$ cat config.mk
export PLATFORM = sky130hd
export DESIGN_NAME = pno_ram
export DESIGN_NICKNAME = d
export VERILOG_FILES = /design/src/rtl/pno_ram.sv
export SDC_FILE = /design/constraint.sdc
export NUM_CORES = 2
export LEC_CHECK = 0
export CAP_MARGIN = 25
export CORE_UTILIZATION = 57
export DETAILED_ROUTE_END_ITERATION = 6
export DONT_BUFFER_PORTS = 1
export PLACE_DENSITY = 0.73
export SKIP_LAST_GASP = 1
export SLEW_MARGIN = 5
export SYNTH_ARGS = -nofsm -noshare
export SYNTH_HDL_FRONTEND = slang
export SYNTH_SLANG_ARGS = --single-unit
$ cat constraint.sdc
create_clock -name clk -period 2.6 [get_ports clk]
set_input_delay 0.65 -clock clk [delete_from_list [all_inputs] [get_ports clk]]
set_output_delay 0.65 -clock clk [all_outputs]
set_load 0.03 [all_outputs]
$ cat src/rtl/pno_ram.sv
// generic single write port ram with registered read
`timescale 1ns / 1ps
`default_nettype none
module pno_ram #(
  parameter int WIDTH = 8,
  parameter int DEPTH = 256
) (
  input  wire logic                     clk,
  input  wire logic                     we,
  input  wire logic [$clog2(DEPTH)-1:0] waddr,
  input  wire logic [WIDTH-1:0]         wdata,
  input  wire logic [$clog2(DEPTH)-1:0] raddr,
  output logic [WIDTH-1:0]              rdata
);

  logic [WIDTH-1:0] mem [DEPTH];

  always_ff @(posedge clk) begin
    if (we) begin
      mem[waddr] <= wdata;
    end
    rdata <= mem[raddr];
  end

endmodule
`default_nettype wire

; Yosys cells after proc, flatten, opt, wreduce, memory -nomap -nowiden
; Memory sizes are Yosys's and may differ from the RTL's. A register that Yosys moved wholly into a read port is not among the register bits.
; Index checks and enable logic that the tools add are counted.
[classes]
mux = 2
[op_table]
columns = operator, count
row1 = 1-bit 2-to-1 mux, 2
[word_totals]
register_bits = 0
mem_bits_rw = 2048
inputBits = 26
mem_count = 1
[memory_table]
columns = memory, depth, word_bits, rd, rd_ports_with_merged_regs, write_ports, line
row1 = mem, 256, 8, 1, 1, 1, 16  ; logic [WIDTH-1:0] mem [DEPTH];

; Depth between registers and ports, before layout
[depth]
depth_word = 2
ltp_mapped = 11
depth_no_buf = 6

; Worst setup path after synthesis
; No wires, ideal clock.
[synth_timing]
kind = in2reg
startpoint = in raddr[0]
endpoint = reg rdata[2] (read register of mem)
setup_slack_ns = 0.012
setup_ns = 0.131
cell_stages = 9
t_arrival_ns = 2.457
path_cell_list = buf_6 -> buf_12 -> buf_8 -> buf_2 -> mux4_2 -> a22oi_1 -> a21oi_1 -> nor4_1 -> nor4_2
[synth_lines]
columns = element, line
row1 = start: declaration, 12  ; input wire logic [$clog2(DEPTH)-1:0] raddr,
row2 = end: declaration, 13  ; output logic [WIDTH-1:0] rdata

==> flow_metrics.py <==
metrics = {
    "global_route": {
        "grt_max_degree": 579,
        "grt_pass1_wl_um": 279000,
        "antenna_found_initial": 3,
        "globalRoute.totalOverflow": 0,
        "grt_pass1_vias": 40600,
        "grt_use_total_pct": 27.7,
    },
    "hold_path": {
        "hold_class": "in2reg",
    },
    "synthesis": {
        "avgSynthCellArea_um2": 21.3,
        "synthSimpleGateAreaFrac_pct": 2.63,
        "synth_edf_count": 2048,
        "synthMuxAreaShare_pct": 14.6,
        "synthXorXnorAreaFrac_pct": 0,
        "synth_top_family_by_area": "multiplexers",
        "synth_area_um2": 79600,
        "netlist_instances": 3733,
        "synth_flop_cell": "edfxtp_1",
        "synth_cell_type_count": 55,
        "async_flop_share_pct": 0,
        "synth_compound_area_share_pct": 3.42,
        "synth_top_area_share_pct": 77.3,
        "syn-num-nets": 3759,
        "yosysWarnings": 0,
        "synthTopCellsByArea": "edfxtp_1 77%, mux4_2 13%, mux2i_1 1.7%",
        "synth_area_leader_cell": "edfxtp_1",
        "yosysSeqAreaShare_pct": 77.5,
        "ys_seq_elements": 2056,
        "synthAdderAreaFrac_pct": 0,
    },
    "sta": {
        "rsz0062_at_grt": "true",
        "hold_viol": 0,
        "finalMaxSlewViolations": 580,
        "fin_ws_ps": -4360,
        "tightest_slew_ps": 6290,
        "whs_ps": 86.1,
        "finalCriticalPeriod_ps": 6960,
        "post-route-period-util_pct": 268,
        "max_freq_mhz": 144,
        "setup_viol": 8,
        "skew_ps": 39.8,
        "maxSlewHeadroom_pct": -319,
    },
    "final_layout": {
        "final_common_cell": "edfxtp_1",
        "post-route-util_pct": 65.9,
        "final_area_um2": 90900,
        "fill_cells": 8645,
        "fin_cells": 6235,
        "layout.nets": 4235,
        "area_growth_syn_to_layout_pct": 14.3,
        "drive_above_1_share_pct": 28.6,
        "final_cell_mix": "2,048 x edfxtp_1, 476 x buf_4, 454 x mux4_2, 279 x nor2_1, 197 x clkbuf_16",
    },
    "place": {
        "dp_hpwl_um": 104000,
        "place_inst": 5855,
        "place_congestion": 0.838,
        "port_buffers": 0,
        "pre_cts_ws_ps": -725,
        "placed_area_um2": 84400,
    },
    "detailed_routing": {
        "viasPerCell": 6.51,
        "wirelength_um": 192000,
        "vias": 40600,
        "wl_per_cell_um": 30.9,
        "drc_errors": 0,
        "postRouteAntennaNets": 0,
        "first_iter_violations": 5782,
        "dr.pass1.iters": 5,
    },
    "cts": {
        "numCtsBuffers": 195,
        "cts_max_level": 4,
        "cts.sinks": 2056,
        "cts_max_path_buffers": 3,
        "root_buffer": "clkbuf_16",
        "clk_latency_ps": 840,
        "tritoncts": "done",
        "clk_pin_slew_worst_paths_ps": 60,
    },
    "floorplan": {
        "dieArea_um2": 141000,
        "pin_count": 34,
        "die_w_um": 376,
        "num_rows": 136,
        "initial_core_util_pct": 57.6,
        "core_area_um2": 138000,
        "fp.dieH_um": 376,
    },
    "critical_path": {
        "start_kind": "input pin",
        "crit_path_end_kind": "flop",
        "cp_max_fo": 578,
        "path_class": "in2reg",
        "required_ps": 3280,
        "crit_arrival_ps": 7650,
    },
    "flow_run": {
        "maxCapViolations": 0,
    },
    "power": {
        "powerDensity_nw_per_um2": 737,
        "vdd_ir_drop_max_mv": 0.812,
        "p_leak_nw": 29.1,
    },
    "run_status": {
        "status": "complete, but fails checks",
        "violations": "slew limit, setup timing",
    },
}
==> layer usage <==
metal / part of all wire (%) / wire length, um / vias to the layer above / global-route usage, %
met5: 0.0057 / 11 / - / 0
met4: 3.0 / 5680 / 2 / 9.07
met3: 10 / 20200 / 347 / 6.26
met2: 48 / 92600 / 2206 / 43.2
met1: 38 / 74000 / 21400 / 39.3
li1: - / - / 16700 / -
==> cells in the mapped netlist (22+ instances only) <==
master / instances
nor2_1: 282
buf_1: 22
mux2i_1: 134
nor2b_1: 31
o22ai_1: 28
nor4_1: 24
nand3_1: 34
clkbuf_1: 111
a21oi_1: 96
nor3_1: 22
mux4_2: 454
a22oi_1: 133
o221ai_1: 46
edfxtp_1: 2048
buf_2: 31
nand2_1: 33
buf_4: 27
==> power breakdown <==
part	switching (mW)	internal (mW)	leakage (nW)	total (mW)
Combinational	1.23	1.48	7.57	2.72
Sequential	0.140	36.5	18.5	36.7
Clock	11.9	15.7	3.02	27.6
Total	13.3	53.7	29.1	67.0
==> final timing paths <==
| check | from | end | slack, ps | depth (start not counted) |
|---|---|---|---|---|
| worst max-delay path | raddr[0] | rdata[5]$_DFF_P_ | -4360 | 7 |
| worst min-delay path | wdata[4] | mem[250][4]$_DFFE_PP_ | 90 | 0 |
| worst max register to register | mem[162][4]$_DFFE_PP_ | rdata[4]$_DFF_P_ | 40 | 7 |
| worst min register to register | mem[40][3]$_DFFE_PP_ | rdata[3]$_DFF_P_ | 1110 | 7 |
==> worst max-delay path, stage by stage <==
cell and delay, ps:
mux4_2 2660, a22o_1 300, a221oi_1 330, o221ai_1 280, a211oi_2 330, buf_4 170, nor4_1 40
==> through the flow <==
step           power (mW)  setup TNS [ps]
2_1_floorplan        39.1               0
3_3_place_gp         39.5           -3810
3_5_place_dp         39.5           -3740
4_1_cts              66.9               0
5_1_grt              68.3           -43.4
6_report             67.0          -33450
==> sequential cells by signal (all words and copies together), names as in the netlist <==
| name | cells |
|---|---|
| mem | 2048 |
| rdata | 8 |
==> repair_timing <==
item / CTS / global route
setup buffers: 0 / 0
pin swaps: 0 / 1
endpoints found under the hold margin: 604 / 0
setup endpoints to repair: 2 / 4
hold buffers: 20 / 0
gates cloned: 0 / 0
resized for setup: 2 / 7
==> area by class of cell <==
class / instances / area (um2) / share of cell area, %
sequential: 2056 / 61700 / 67.8
multi-input combinational: 1442 / 16500 / 18.2
clock buffer: 239 / 5090 / 5.60
timing repair buffer: 512 / 4210 / 4.63
tap: 1863 / 2330 / 2.56
clock inverter: 116 / 1090 / 1.20
antenna: 5 / 12.5 / 0.0138
inverter: 2 / 7.51 / 0.00826
==> cell families after synthesis <==
kind of cell | Yosys count
compound gates | 385
buf+inv | 235
flops | 2056
mux | 591
simple gates | 466
Note: power is estimated with default switching activity, not from simulation.
