--- src/rtl/pno_pkg.sv ---
// shared types, constants and a helper function for the octave noise block
`timescale 1ns / 1ps
`default_nettype none
package pno_pkg;

  localparam int TABLE_SIZE = 256;
  localparam int TBL_AW = $clog2(TABLE_SIZE);
  localparam int MAX_OCTAVES = 16;
  localparam int OCT_W = 5;
  localparam int COORD_FRAC_BITS = 16;

  // low product bits that matter for the scaled coordinate
  localparam int PROD_W = 16 + COORD_FRAC_BITS + 8;
  localparam int PROD_LO = PROD_W / 2;
  localparam int PROD_HI = PROD_W - PROD_LO;

  localparam int FREQ_W = 48;
  localparam int AMP_W = 17;
  localparam int VAL_W = 20;
  localparam int OCTV_W = 21;
  localparam int SUM_W = 40;
  localparam int WGT_W = 21;
  localparam int QUO_W = 17;

  localparam logic [FREQ_W-1:0] FREQ_ONE = FREQ_W'(65536);
  localparam logic [AMP_W-1:0] AMP_ONE = AMP_W'(65536);

  localparam logic [1:0] CFG_OCTAVES = 2'd0;
  localparam logic [1:0] CFG_LACUNARITY = 2'd1;
  localparam logic [1:0] CFG_GAIN = 2'd2;

  localparam logic FUNC_LOAD = 1'b0;
  localparam logic FUNC_EVAL = 1'b1;

  typedef struct packed {
    logic        is_load;
    logic [7:0]  entry_index;
    logic [7:0]  entry_value;
    logic [31:0] coord_x;
    logic [31:0] coord_y;
    logic [31:0] coord_z;
  } pno_cmd_t;

  typedef struct packed {
    logic     valid;
    pno_cmd_t cmd;
  } pno_q_t;

  typedef struct packed {
    logic              we;
    logic [TBL_AW-1:0] addr;
    logic [7:0]        data;
  } pno_ram_wr_t;

  typedef enum logic [5:0] {
    ST_IDLE  = 6'b000001,
    ST_COORD = 6'b000010,
    ST_TBL   = 6'b000100,
    ST_LERP  = 6'b001000,
    ST_ACC   = 6'b010000,
    ST_DIV   = 6'b100000
  } pno_state_t;

  // gradient dot product picked by the low four hash bits
  function automatic logic signed [VAL_W-1:0] pno_grad(
    input logic [3:0] h,
    input logic signed [VAL_W-1:0] x,
    input logic signed [VAL_W-1:0] y,
    input logic signed [VAL_W-1:0] z
  );
    logic signed [VAL_W-1:0] u;
    logic signed [VAL_W-1:0] v;
    u = (h < 4'd8) ? x : y;
    v = (h < 4'd4) ? y : ((h == 4'd12 || h == 4'd14) ? x : z);
    return (h[0] ? -u : u) + (h[1] ? -v : v);
  endfunction

endpackage
`default_nettype wire

--- src/rtl/pno_front.sv ---
// front end: takes transactions, classifies them and queues them for the back end
`timescale 1ns / 1ps
`default_nettype none
module pno_front (
  input  wire logic            clk,
  input  wire logic            rst_n,
  input  wire logic            start,
  output logic                 busy,
  input  wire logic            in_func,
  input  wire logic [7:0]      in_entry_index,
  input  wire logic [7:0]      in_entry_value,
  input  wire logic [31:0]     in_coord_x,
  input  wire logic [31:0]     in_coord_y,
  input  wire logic [31:0]     in_coord_z,
  output pno_pkg::pno_q_t      q_out,
  input  wire logic            pop
);
  import pno_pkg::*;

  pno_cmd_t   slot_r [2];
  logic [1:0] cnt_r, cnt_nxt;
  logic       wp_r, wp_nxt;
  logic       rp_r, rp_nxt;
  logic       push;
  pno_cmd_t   cmd_in;

  assign busy = (cnt_r == 2'd2);
  assign push = start && !busy;

  always_comb begin
    cmd_in.is_load     = (in_func == FUNC_LOAD);
    cmd_in.entry_index = in_entry_index;
    cmd_in.entry_value = in_entry_value;
    cmd_in.coord_x     = in_coord_x;
    cmd_in.coord_y     = in_coord_y;
    cmd_in.coord_z     = in_coord_z;
  end

  always_comb begin
    wp_nxt  = push ? ~wp_r : wp_r;
    rp_nxt  = pop ? ~rp_r : rp_r;
    cnt_nxt = cnt_r + {1'b0, push} - {1'b0, pop};
  end

  assign q_out.valid = (cnt_r != 2'd0);
  assign q_out.cmd   = slot_r[rp_r];

  always_ff @(posedge clk) begin
    if (!rst_n) begin
      cnt_r <= 2'd0;
      wp_r  <= 1'b0;
      rp_r  <= 1'b0;
    end else begin
      cnt_r <= cnt_nxt;
      wp_r  <= wp_nxt;
      rp_r  <= rp_nxt;
    end
  end

  always_ff @(posedge clk) begin
    if (push) begin
      slot_r[wp_r] <= cmd_in;
    end
  end

endmodule
`default_nettype wire

--- config.mk ---
export PLATFORM = sky130hd
export DESIGN_NAME = pno_front
export DESIGN_NICKNAME = d
export VERILOG_FILES = /design/src/rtl/pno_pkg.sv /design/src/rtl/pno_front.sv
export SDC_FILE = /design/constraint.sdc
export NUM_CORES = 1
export LEC_CHECK = 0
export BUFFER_PORTS_ARGS = -buffer_cell sky130_fd_sc_hd__buf_2
export CAP_MARGIN = 20
export CORE_ASPECT_RATIO = 1.1
export CORE_UTILIZATION = 28
export CTS_CLUSTER_DIAMETER = 50
export DETAILED_ROUTE_END_ITERATION = 6
export PLACE_DENSITY_LB_ADDON = 0.2
export REMOVE_ABC_BUFFERS = 1
export SKIP_LAST_GASP = 1
export SLEW_MARGIN = 20
export SYNTH_ARGS = -nofsm -noshare
export SYNTH_HDL_FRONTEND = slang
export SYNTH_SLANG_ARGS = --single-unit
--- constraint.sdc ---
create_clock -name clk -period 7.2 [get_ports clk]
set_input_delay 0 -clock clk [delete_from_list [all_inputs] [get_ports clk]]
set_output_delay 0 -clock clk [all_outputs]
set_load 0.05 [all_outputs]
---- Yosys cells after proc, flatten, opt, wreduce, memory -nomap -nowiden ----
Memory sizes are Yosys's and may differ from the RTL's. A register that Yosys moved wholly into a read port is not among the register bits.
Cells that the tools add are included.
word-level totals
  bits in registers ....................... 4
  bits in latches ......................... 0
  memory bits (writable) .................. 226
  bits in read-only memories .............. 0
  bits of input ports ..................... 117
  logic and storage cells ................. 17
  memories kept ........................... 1
memory list
  name    words  bits a word  read ports  clocked after Yosys merged registers in  wr ports  RTL line         source
  slot_r  2      113          1           1                                        1         pno_front.sv:20  pno_cmd_t slot_r [2];
operators by class
  $add $sub $neg .......................... 2
  multiply operators ...................... 0
  div/mod/pow operators ................... 0
  order comparisons ....................... 0
  eq/ne operators ......................... 1
  shift-type cells ........................ 0
  muxes and demuxes ....................... 4
  bitwise gates (word level) .............. 3
  reduce and logical (&&, ||, !) cells .... 3
operator list
  operator              number
  $mux W1               4
  $not A1 Y1            3
  $add A2 B1 Y2         1
  $eq A2 B2 Y1 const B  1
  $reduce_bool A2 Y1    1
  $sub A2 B1 Y2         1
  $logic_and A1 B1 Y1   1
  $logic_not A1 Y1      1

---- Logic depth before layout (Yosys ltp) ----
Gate-level depths: netlist (run 1).
  depth in word-level cells ............... 5
  gate-level depth with buffers ........... 8

---- Least setup slack after synthesis (run 1) ----
No wires, ideal clock.
  path kind ............................... reg-to-reg
  start ................................... register cnt_r[0]
  end ..................................... memory slot_r[0][0] in the netlist's numbering (enable)
  arrival time ............................ 5.255 ns
  data required time ...................... 6.614 ns
  path slack .............................. 1.359 ns
  cell stages (with the launch flop) ...... 4
  clock period less this slack ............ 5.841 ns
  cell sequence ........................... dfxtp_1 > nand2b_1 > nand2_1 > nor2_1
between the ends
  longest elaborated chain between the ends .. 5
ends and longest elaborated chain
  item                           RTL line         source
  start, declared                pno_front.sv:21  logic [1:0] cnt_r, cnt_nxt;
  start signal, assigned         pno_front.sv:54  cnt_r <= cnt_nxt;
  $eq A2 B2 Y1                   pno_front.sv:27  assign busy = (cnt_r == 2'd2);
  $logic_not A1 Y1               pno_front.sv:28  assign push = start && !busy;
  $logic_and A1 B1 Y1            pno_front.sv:28
  $mux W1                        pno_front.sv:61  if (push) begin
  $mux W1 (not written as such)  pno_front.sv:62  slot_r[wp_r] <= cmd_in;
  end, declared                  pno_front.sv:20
Every way passes these cells.

==> metrics.txt, run 1 <==
Avg WL per Cell between 10 and 15 um; Synth top area share 0.782; Fin. Hold Viols 0; Worst VDD drop 0.000193 V; first drt pass iteration count 4; Max Clk Rate 0.379 GHz; hold crit path type input port to register; Hold Buf Count CTS about 120; IO Pins 232; Worst EP arrival ~2600 ps; via count about 4700; vias in the first global route just over 5000; PwrDens 338 nW/um^2; Synth Instances approximately 380; Routed Antenna Nets 0; post-synthesis sequential element count 231; global placement routability congestion about 0.69; period utilisation layout 0.366; EDFF count, synth roughly 230; GRT Util Overall 0.109; area grow syn2layout 42.6%; vias per cell 3.99; Layout Nets 864; Sink Count 231; H-Tree Depth 1; layout cells sized above 1 0.516; drt drc 0; Slew Viols, Final 0; RSZ-0062 raised after global routing no; DRT iter0 DRCs 164; Total Wirelength 17500 um; Slew HR 0.394; ys flop type edfxtp_1; setup ws final ~4600 ps; number of gates resized after CTS 0; CP Max Fanout 43; Seq. cell area 6890 sq um; FP Rows 67; r2r worst-path depth 5; Worst-Skew Late Latency around 520 ps; hold path cells 2; Synth top cells by count edfxtp_1 (226), mux2_4 (70), mux2_2 (43), buf_6 (8), dfxtp_1 (5); Tmin final 2640 ps; top cells by area, synth edfxtp_1 (78%), mux2_4 (12%), mux2_2 (5.6%), dfxtp_1 (1.2%), buf_6 (1.0%); Setup Skew just over 7 ps; Multi-input gate area around 1700 sq um; Max Cap Viol 0; YS warnings 0; ys async rst share 0; Mapped Avg Cell Area 23.0 sq um; CP Capture Type output pin; Max Root-Sink Buffers 3; Post-Syn Area 8680 sq um; chip height 187 um; count of input and output buffers 231; setup repair bufs after CTS 0; Pleak 4.79 nW; setup TNS 0 ps; root buf cell clkbuf_16; antenna violations before repair 1; die area 31700 sq um; critical path startpoint category register; largest area contributor in the netlist edfxtp_1; synth unique cells 18; TritonCTS clock tree built; CP Class register to output pin; cell with the most instances after synthesis edfxtp_1; first-pass GRT wire length around 27000 um; status complete, no violations; HPWL after detailed placement 10900 um; total grt overflow 0; # diodes 0; Fillers 2866; clock transition at the registers of the reported paths 60 ps; Starting Density 0.284; core area 30500 sq um; actual slew at the worst max-slew pin ~910 ps; Worst Path Required just over 7000 ps; CTS Buf Count 26; Final setup violation count 0; largest net degree at the start of global routing slightly above 60; Setup WS pre-CTS around 4500 ps; register area share after synthesis 0.793; die width 170 um
[critical path, stage by stage, from the launching register on]
cell     delay [ps]
dfxtp_4         710
buf_4           690
mux2_2          420
buf_2           210
[flip-flops by register name, indices dropped and copies added (netlist names), named ones only]
| register | cells |
|---|---|
| slot_r | 226 |
| cnt_r | 2 |
| rp_r | 1 |
| wp_r | 1 |
[kinds of logic (layout without fill, tap and decap cells)]
logic type | Yosys count | count (layout) | synth area share
xor gates and xnor gates | 3 | 3 | 0.00303
adders and majority gates | 2 | 2 | 0.00288
buffers and inverters | 16 | 404 | 0.0157
DFF | 231 | 231 | 0.793
muxes | 114 | 114 | 0.178
and+or+nand+nor | 11 | 11 | 0.00706
[power breakdown]
part           internal (mW)  switching, mW
clock network          0.879          0.521
logic                  0.317          0.705
registers               1.71         0.0526
[metal layers]
layer	GRT usage	part of all wire	vias up
li1	-	-	2225
met1	0.130	0.42	2287
met2	0.188	0.49	161
met3	0.0335	0.071	32
met4	0.0315	0.018	2
met5	0	0.00074	-
[layout by cell type (no fill, tap or decap), types with 2 or more instances in the layout]
cell	n
nand2b_1	2
inv_6	2
dfxtp_1	4
buf_4	5
bufinv_16	5
xnor2_1	2
clkbuf_1	6
buf_2	231
mux2_4	70
mux2_2	43
clkbuf_16	27
edfxtp_1	226
clkinvlp_4	3
nand2_1	2
dlygate4sd3_1	117
and2_1	4
inv_1	3
ha_1	2
clkinv_2	4
[per-stage QoR]
step	util	cell area (sq um)	power, mW	hold slack, ps	cells
floorplan	-	8560	2.58	98.9	364
global placement	0.337	10300	2.76	188	1014
detailed placement	0.337	10300	2.78	192	1014
CTS	0.406	12400	4.25	161	1179
global route	0.406	12400	4.36	166	1179
finish	0.406	12400	4.18	197	1179
[cell type report]
| class | count | share of cell area |
|---|---|---|
| Timing Repair Buffer | 353 | 0.191 |
| Clock inverter | 14 | 0.0170 |
| Inverter | 3 | 0.000910 |
| Sequential cell | 231 | 0.557 |
| Clock buffer | 34 | 0.0575 |
| Tap cell | 414 | 0.0419 |
| Multi-Input combinational cell | 130 | 0.135 |
[path summary, 6_finish.rpt]
check	from	endpoint	slack, ps
min reg2reg	wp_r	wp_r	540
min	in_coord_z[20]	slot_r[0][20]	200
max reg2reg	cnt_r[0]	slot_r[0][71]	4590
max	register	q_out[13]	4560
(Power assumes the default switching activity.)
==> run 2: changes to the inputs <==
Settings changed: ABC_AREA from default to 1.
Clock period 7.2 ns to 2.1 ns, I/O delays scaled along.
==> metrics.txt, run 2 <==
status complete, no violations; adder-cell share of the synthesized area 0.00288 (about the same); Mapped Avg Cell Area 22.4 sq um (-2.6%); area grow syn2layout 44.1%; actual slew at the worst max-slew pin 403 ps (-506 ps); IO Pins 232 (unchanged); # diodes 0 (unchanged); top cells by area, synth edfxtp_1 (78%), mux2_4 (12%), mux2_2 (5.6%), dfxtp_1 (1.2%), buf_6 (1.0%); P_int 9.21 mW (+220%); drt drc 0 (unchanged); core area 30500 sq um (unchanged); largest net degree at the start of global routing 64 (+4.9%); hold crit path type input port to register; largest registers slot_r: 226 flops, cnt_r: 2 flops; chip height 187 um (about the same); RSZ-0062 raised after global routing no; largest area contributor in the netlist edfxtp_1; mux share of post-synthesis cell area 0.177 (-0.00118); Sequential Power Share 0.440 (+0.019); P_sw 3.53 mW (+180%); EDFF count, synth 226 (unchanged); most frequent cells in the layout buf_2 (231), edfxtp_1 (226), dlygate4sd3_1 (116), mux2_4 (70), mux2_2 (43); register area share after synthesis 0.793 (about the same); Slew HR 0.731 (+0.338); count of input and output buffers 231 (unchanged); Worst VDD drop 0.000683 V (+250%); Sink Count 231 (unchanged); H-Tree Depth 1 (unchanged); Worst Path Required 2100 ps (-5100 ps); Tmin final roughly 1900 ps; synth unique cells 13 (-5); PwrDens 1020 nW/um^2 (+200%); post-synthesis sequential element count 231 (unchanged); worst r2r src cnt_r[0]; setup repair bufs after CTS 0 (unchanged); Post-Syn Area 8680 sq um (about the same); vias per cell 3.98 (-0.21%); Worst-Skew Late Latency 540 ps (+20 ps); antenna violations before repair 0 (-1); Fin Hold WS 186 ps (-11.2 ps); Routed Antenna Nets 0 (unchanged); max FFs per register 226 (unchanged); Gate power share 0.189 (-0.055); first-pass GRT wire length 27200 um (about the same); global placement routability congestion 0.694 (+1.0%); CP Class register to output pin; Max Clk Rate 0.525 GHz; placed inst area 10400 sq um (+1.3%); Worst EP arrival 1910 ps (-730 ps); ys flop type edfxtp_1; Starting Density 0.285 (about the same); largest family of logic cells by synthesized area multiplexers; first drt pass iteration count 4 (unchanged); root buf cell clkbuf_16; Slew Viols, Final 0 (unchanged); Synth top area share 0.782 (about the same); Layout Nets 880 (+1.9%); total grt overflow 0 (unchanged); Setup Skew 17.3 ps (+10.3 ps); total power 12.7 mW (+200%); post-synthesis compound-gate area fraction 0.00115 (+0.00115); Synth top cells by count edfxtp_1 (226), mux2_4 (70), mux2_2 (43), nand2_1 (10); non-filler cells, final 1196 (+1.4%); critical path startpoint category register; DRT iter0 DRCs 218 (+33%); Synth Instances 387 (+2.7%); clock transition at the registers of the reported paths 60 ps (about the same); min-delay src in_coord_x[12]; Avg WL per Cell 14.8 um (about the same); die area 31700 sq um (about the same); CTS Buf Count 28 (+7.7%); die width 170 um (about the same); TritonCTS clock tree built; Pleak 4.86 nW (+1.6%); Clock power frac 0.371 (+0.036); Max Cap Viol 0 (unchanged); commonest non-fill, non-tap cell in the layout buf_2; CP Max Fanout 33 (-23%); Total Wirelength 17700 um (+1.5%); Synth Area in Simple Gates 0.00807 (+0.00101); CP Capture Type output pin; period utilisation layout 0.908; layout cells sized above 1 0.506 (-0.00995); via count 4765 (+1.2%); vias in the first global route 5194 (+1.4%); FP Rows 67 (unchanged); Setup WS pre-CTS 467 ps (-4050 ps); Post-Synth XOR/XNOR Area 0 (-0.00303); Max Root-Sink Buffers 3 (unchanged); Fin. Hold Viols 0 (unchanged); switching share of power 0.277 (-0.0289); Largest Register slot_r; HPWL after detailed placement 11300 um (+3.7%); YS warnings 0 (unchanged); ys async rst share 0 (unchanged); Finished Cell Area 12500 sq um (+1.1%); Cells after DPL 1029 (+1.5%); cell with the most instances after synthesis edfxtp_1; GRT Util Overall 0.110 (+0.000821); Final setup violation count 0 (unchanged); setup ws final 194 ps (-4370 ps)
-- run 2: cell count changes in the layout (fill, tap and decap cells not counted), moves of 3 or more --
cell	previous run	this run
clkinv_2	4	1
clkinv_1	0	11
and2_1	4	0
nor2_1	0	5
buf_4	5	1
nand2_1	2	10
inv_1	3	7
inv_8	0	3
buf_12	0	8
clkbuf_1	6	1
-- run 2: power by group through the flow --
| stage | combinational (mW) | sequential [mW] | clock, mW |
|---|---|---|---|
| 6_report | 2.40 | 5.61 | 4.73 |
| 5_1_grt | 2.54 | 5.64 | 5.08 |
| 4_1_cts | 2.45 | 5.61 | 4.89 |
| 3_5_place_dp | 2.27 | 5.71 | 0 |
| 3_3_place_gp | 2.25 | 5.69 | 0 |
| 2_1_floorplan | 1.64 | 5.80 | 0 |
-- run 2: worst max-delay path, cell delays in order (launching register included) --
cell and delay [ps]:
dfxtp_4 380, buf_6 350, mux2_2 400, buf_2 210
-- run 2: logic make-up (layout without fill, tap and decap cells) --
family,after synthesis,in the layout
compound gates,2,2
fa+ha+maj,2,2
buf+inv,21,416
flops,231,231
mux,113,113
simple gates,18,18
-- run 2: per-stage QoR --
| step | util | setup TNS, ps |
|---|---|---|
| 2_1_floorplan | - | -807300 |
| 3_5_place_dp | 0.341 | 0 |
| 3_3_place_gp | 0.341 | 0 |
| 6_report | 0.410 | 0 |
| 5_1_grt | 0.410 | 0 |
| 4_1_cts | 0.410 | 0 |
-- run 2: repair_timing --
action                                  CTS  global route
endpoints found under the hold margin   231             0
hold buffers                            116             0
endpoints found under the setup margin    0             6
gates resized for setup                   0             1
-- run 2: routing by layer --
layer,part of all wire,routed length [um],global-route usage
met5,0,0,0
met4,0.020,347,0.0336
met3,0.068,1210,0.0310
met2,0.49,8700,0.191
met1,0.42,7500,0.131
-- run 2: worst paths after layout --
path | endpoint | slack (ps) | cells past startpoint
worst max-delay path | q_out[10] | 190 | 3
worst min-delay path | slot_r[1][76] | 190 | 2
worst max register to register | slot_r[1][100] | 490 | 5
worst min register to register | register | 490 | 2
-- run 2: final cells by class --
| type | instances | area, sq um |
|---|---|---|
| Fill cell | 2858 | 18000 |
| Inverter | 8 | 32.5 |
| Multi-Input combinational cell | 135 | 1650 |
| Clock inverter | 21 | 194 |
| Sequential cell | 231 | 6890 |
| Clock buffer | 30 | 729 |
| Tap cell | 414 | 518 |
| Timing Repair Buffer | 357 | 2500 |
==> run 3: changes to the inputs <==
Settings changed: BUFFER_PORTS_ARGS -buffer_cell sky130_fd_sc_hd__buf_2 to -buffer_cell sky130_fd_sc_hd__buf_4.
==> metrics.txt, run 3 (synthesis results as in run 2) <==
min-delay src in_coord_x[11]; max FFs per register 226 (unchanged); most frequent cells in the layout buf_4 (233), edfxtp_1 (226), dlygate4sd3_1 (116), mux2_4 (70), mux2_2 (43); largest registers slot_r: 226 flops, cnt_r: 2 flops; chip height 187 um (unchanged); TritonCTS clock tree built; P_int 9.18 mW (-0.32%); Fillers 2770 (-3.1%); Finished Cell Area 13000 sq um (+4.2%); Starting Density 0.285 (unchanged); die area 31700 sq um (unchanged); CP Capture Type output pin; Max Clk Rate 0.530 GHz (+0.92%); period utilisation layout 0.899 (-0.00829); clock transition at the registers of the reported paths 60 ps (about the same); Worst EP arrival 1890 ps (-20 ps); Max Cap Viol 0 (unchanged); number of gates resized after CTS 0 (unchanged); antenna violations before repair 1 (+1); total grt overflow 0 (unchanged); CP Max Fanout 28 (-15%); PwrDens 975 nW/um^2 (-4.2%); via count 4797 (+0.67%); Tmin final 1890 ps (-17.4 ps); CP Class register to output pin; global placement routability congestion 0.707 (+1.9%); GRT Util Overall 0.113 (+0.00336); Worst Path Required 2100 ps (about the same); setup TNS 0 ps (unchanged); Fin. Hold Viols 0 (unchanged); switching share of power 0.278 (+0.000837); area grow syn2layout 50.1%; critical path startpoint category register; Pleak 5.04 nW (+3.7%); Clock power frac 0.350 (-0.021); Sink Count 231 (unchanged); CTS Buf Count 28 (unchanged); Layout Nets 881 (+0.11%); P_sw 3.53 mW (about the same); count of input and output buffers 231 (unchanged); placed inst area 11000 sq um (+5.5%); Gate power share 0.208 (+0.019); core area 30500 sq um (unchanged); first-pass GRT wire length 28300 um (+4.1%); Worst VDD drop 0.000634 V (-7.1%); vias in the first global route 5378 (+3.5%); drt drc 0 (unchanged); total power 12.7 mW (-0.21%); Slew HR 0.736 (+0.00496); die width 170 um (unchanged); root buf cell clkbuf_16; hold crit path type input port to register; first drt pass iteration count 4 (unchanged); Slew Viols, Final 0 (unchanged); DRT iter0 DRCs 194 (-11%); H-Tree Depth 1 (unchanged); Total Wirelength 18100 um (+2.1%); Largest Register slot_r; HPWL after detailed placement 11600 um (+3.0%); worst r2r src cnt_r[0]; FP Rows 67 (unchanged); actual slew at the worst max-slew pin 395 ps (-7.44 ps); commonest non-fill, non-tap cell in the layout buf_4; Setup Skew 10.2 ps (-7.11 ps); vias per cell 4.01 (+0.67%); RSZ-0062 raised after global routing no; status complete, no violations; Avg WL per Cell 15.2 um (+2.1%); largest net degree at the start of global routing 61 (-4.7%); Max Root-Sink Buffers 3 (unchanged); Sequential Power Share 0.442 (+0.002); layout cells sized above 1 0.510 (+0.00321); IO Pins 232 (unchanged); Final setup violation count 0 (unchanged); Worst-Skew Late Latency 530 ps (about the same); Routed Antenna Nets 0 (unchanged)
-- run 3: timing repair --
item,CTS,global route
setup buffers,0,1
endpoints found under the hold margin,231,0
hold buffers,116,0
setup endpoints to repair,0,1
-- run 3: path summary, 6_finish.rpt --
path | endpoint | slack (ps) | cells after the start
setup / recovery | q_out[37] | 210 | 3
hold / removal | slot_r[1][75] | 190 | 2
hold reg to reg | register | 500 | 2
setup reg to reg | slot_r[1][100] | 450 | 5
-- run 3: power groups by stage --
| stage | registers (mW) | logic (mW) | clock network (mW) |
|---|---|---|---|
| floorplan | 5.80 | 1.64 | 0 |
| global placement | 5.70 | 2.46 | 0 |
| detailed placement | 5.72 | 2.48 | 0 |
| CTS | 5.63 | 2.67 | 4.60 |
| global route | 5.65 | 2.78 | 4.82 |
| finish | 5.62 | 2.64 | 4.46 |
-- run 3: layer usage --
metal	up-vias	GRT usage	wire length (um)
met4	0	0.0367	397
met1	2339	0.127	7150
met5	-	0	0
met3	34	0.0352	1400
li1	2267	-	-
met2	157	0.202	9170
-- run 3: layout make-up --
class                           count  area (sq um)  share of cell area
Clock buffer                       32           737              0.0565
Clock inverter                     17           125             0.00960
Inverter                            8          32.5             0.00250
Sequential cell                   231          6890               0.529
Antenna cell                        1          2.50            0.000192
Timing Repair Buffer              358          3080               0.236
Multi-Input combinational cell    135          1650               0.126
Tap cell                          414           518              0.0397
-- run 3: worst max-delay path: stages, from the launching register on --
cell and delay, ps:
dfxtp_4 480, buf_12 250, mux2_2 390, buf_4 200
-- run 3: stage by stage --
stage / utilization / hold slack, ps / worst slack, ps / std cells
6_report: 0.427 / 194 / 212 / 1196
2_1_floorplan: - / 93.5 / -3720 / 374
4_1_cts: 0.427 / 162 / 33.6 / 1194
5_1_grt: 0.427 / 170 / 123 / 1196
3_5_place_dp: 0.360 / 189 / 432 / 1029
3_3_place_gp: 0.360 / 186 / 536 / 1029
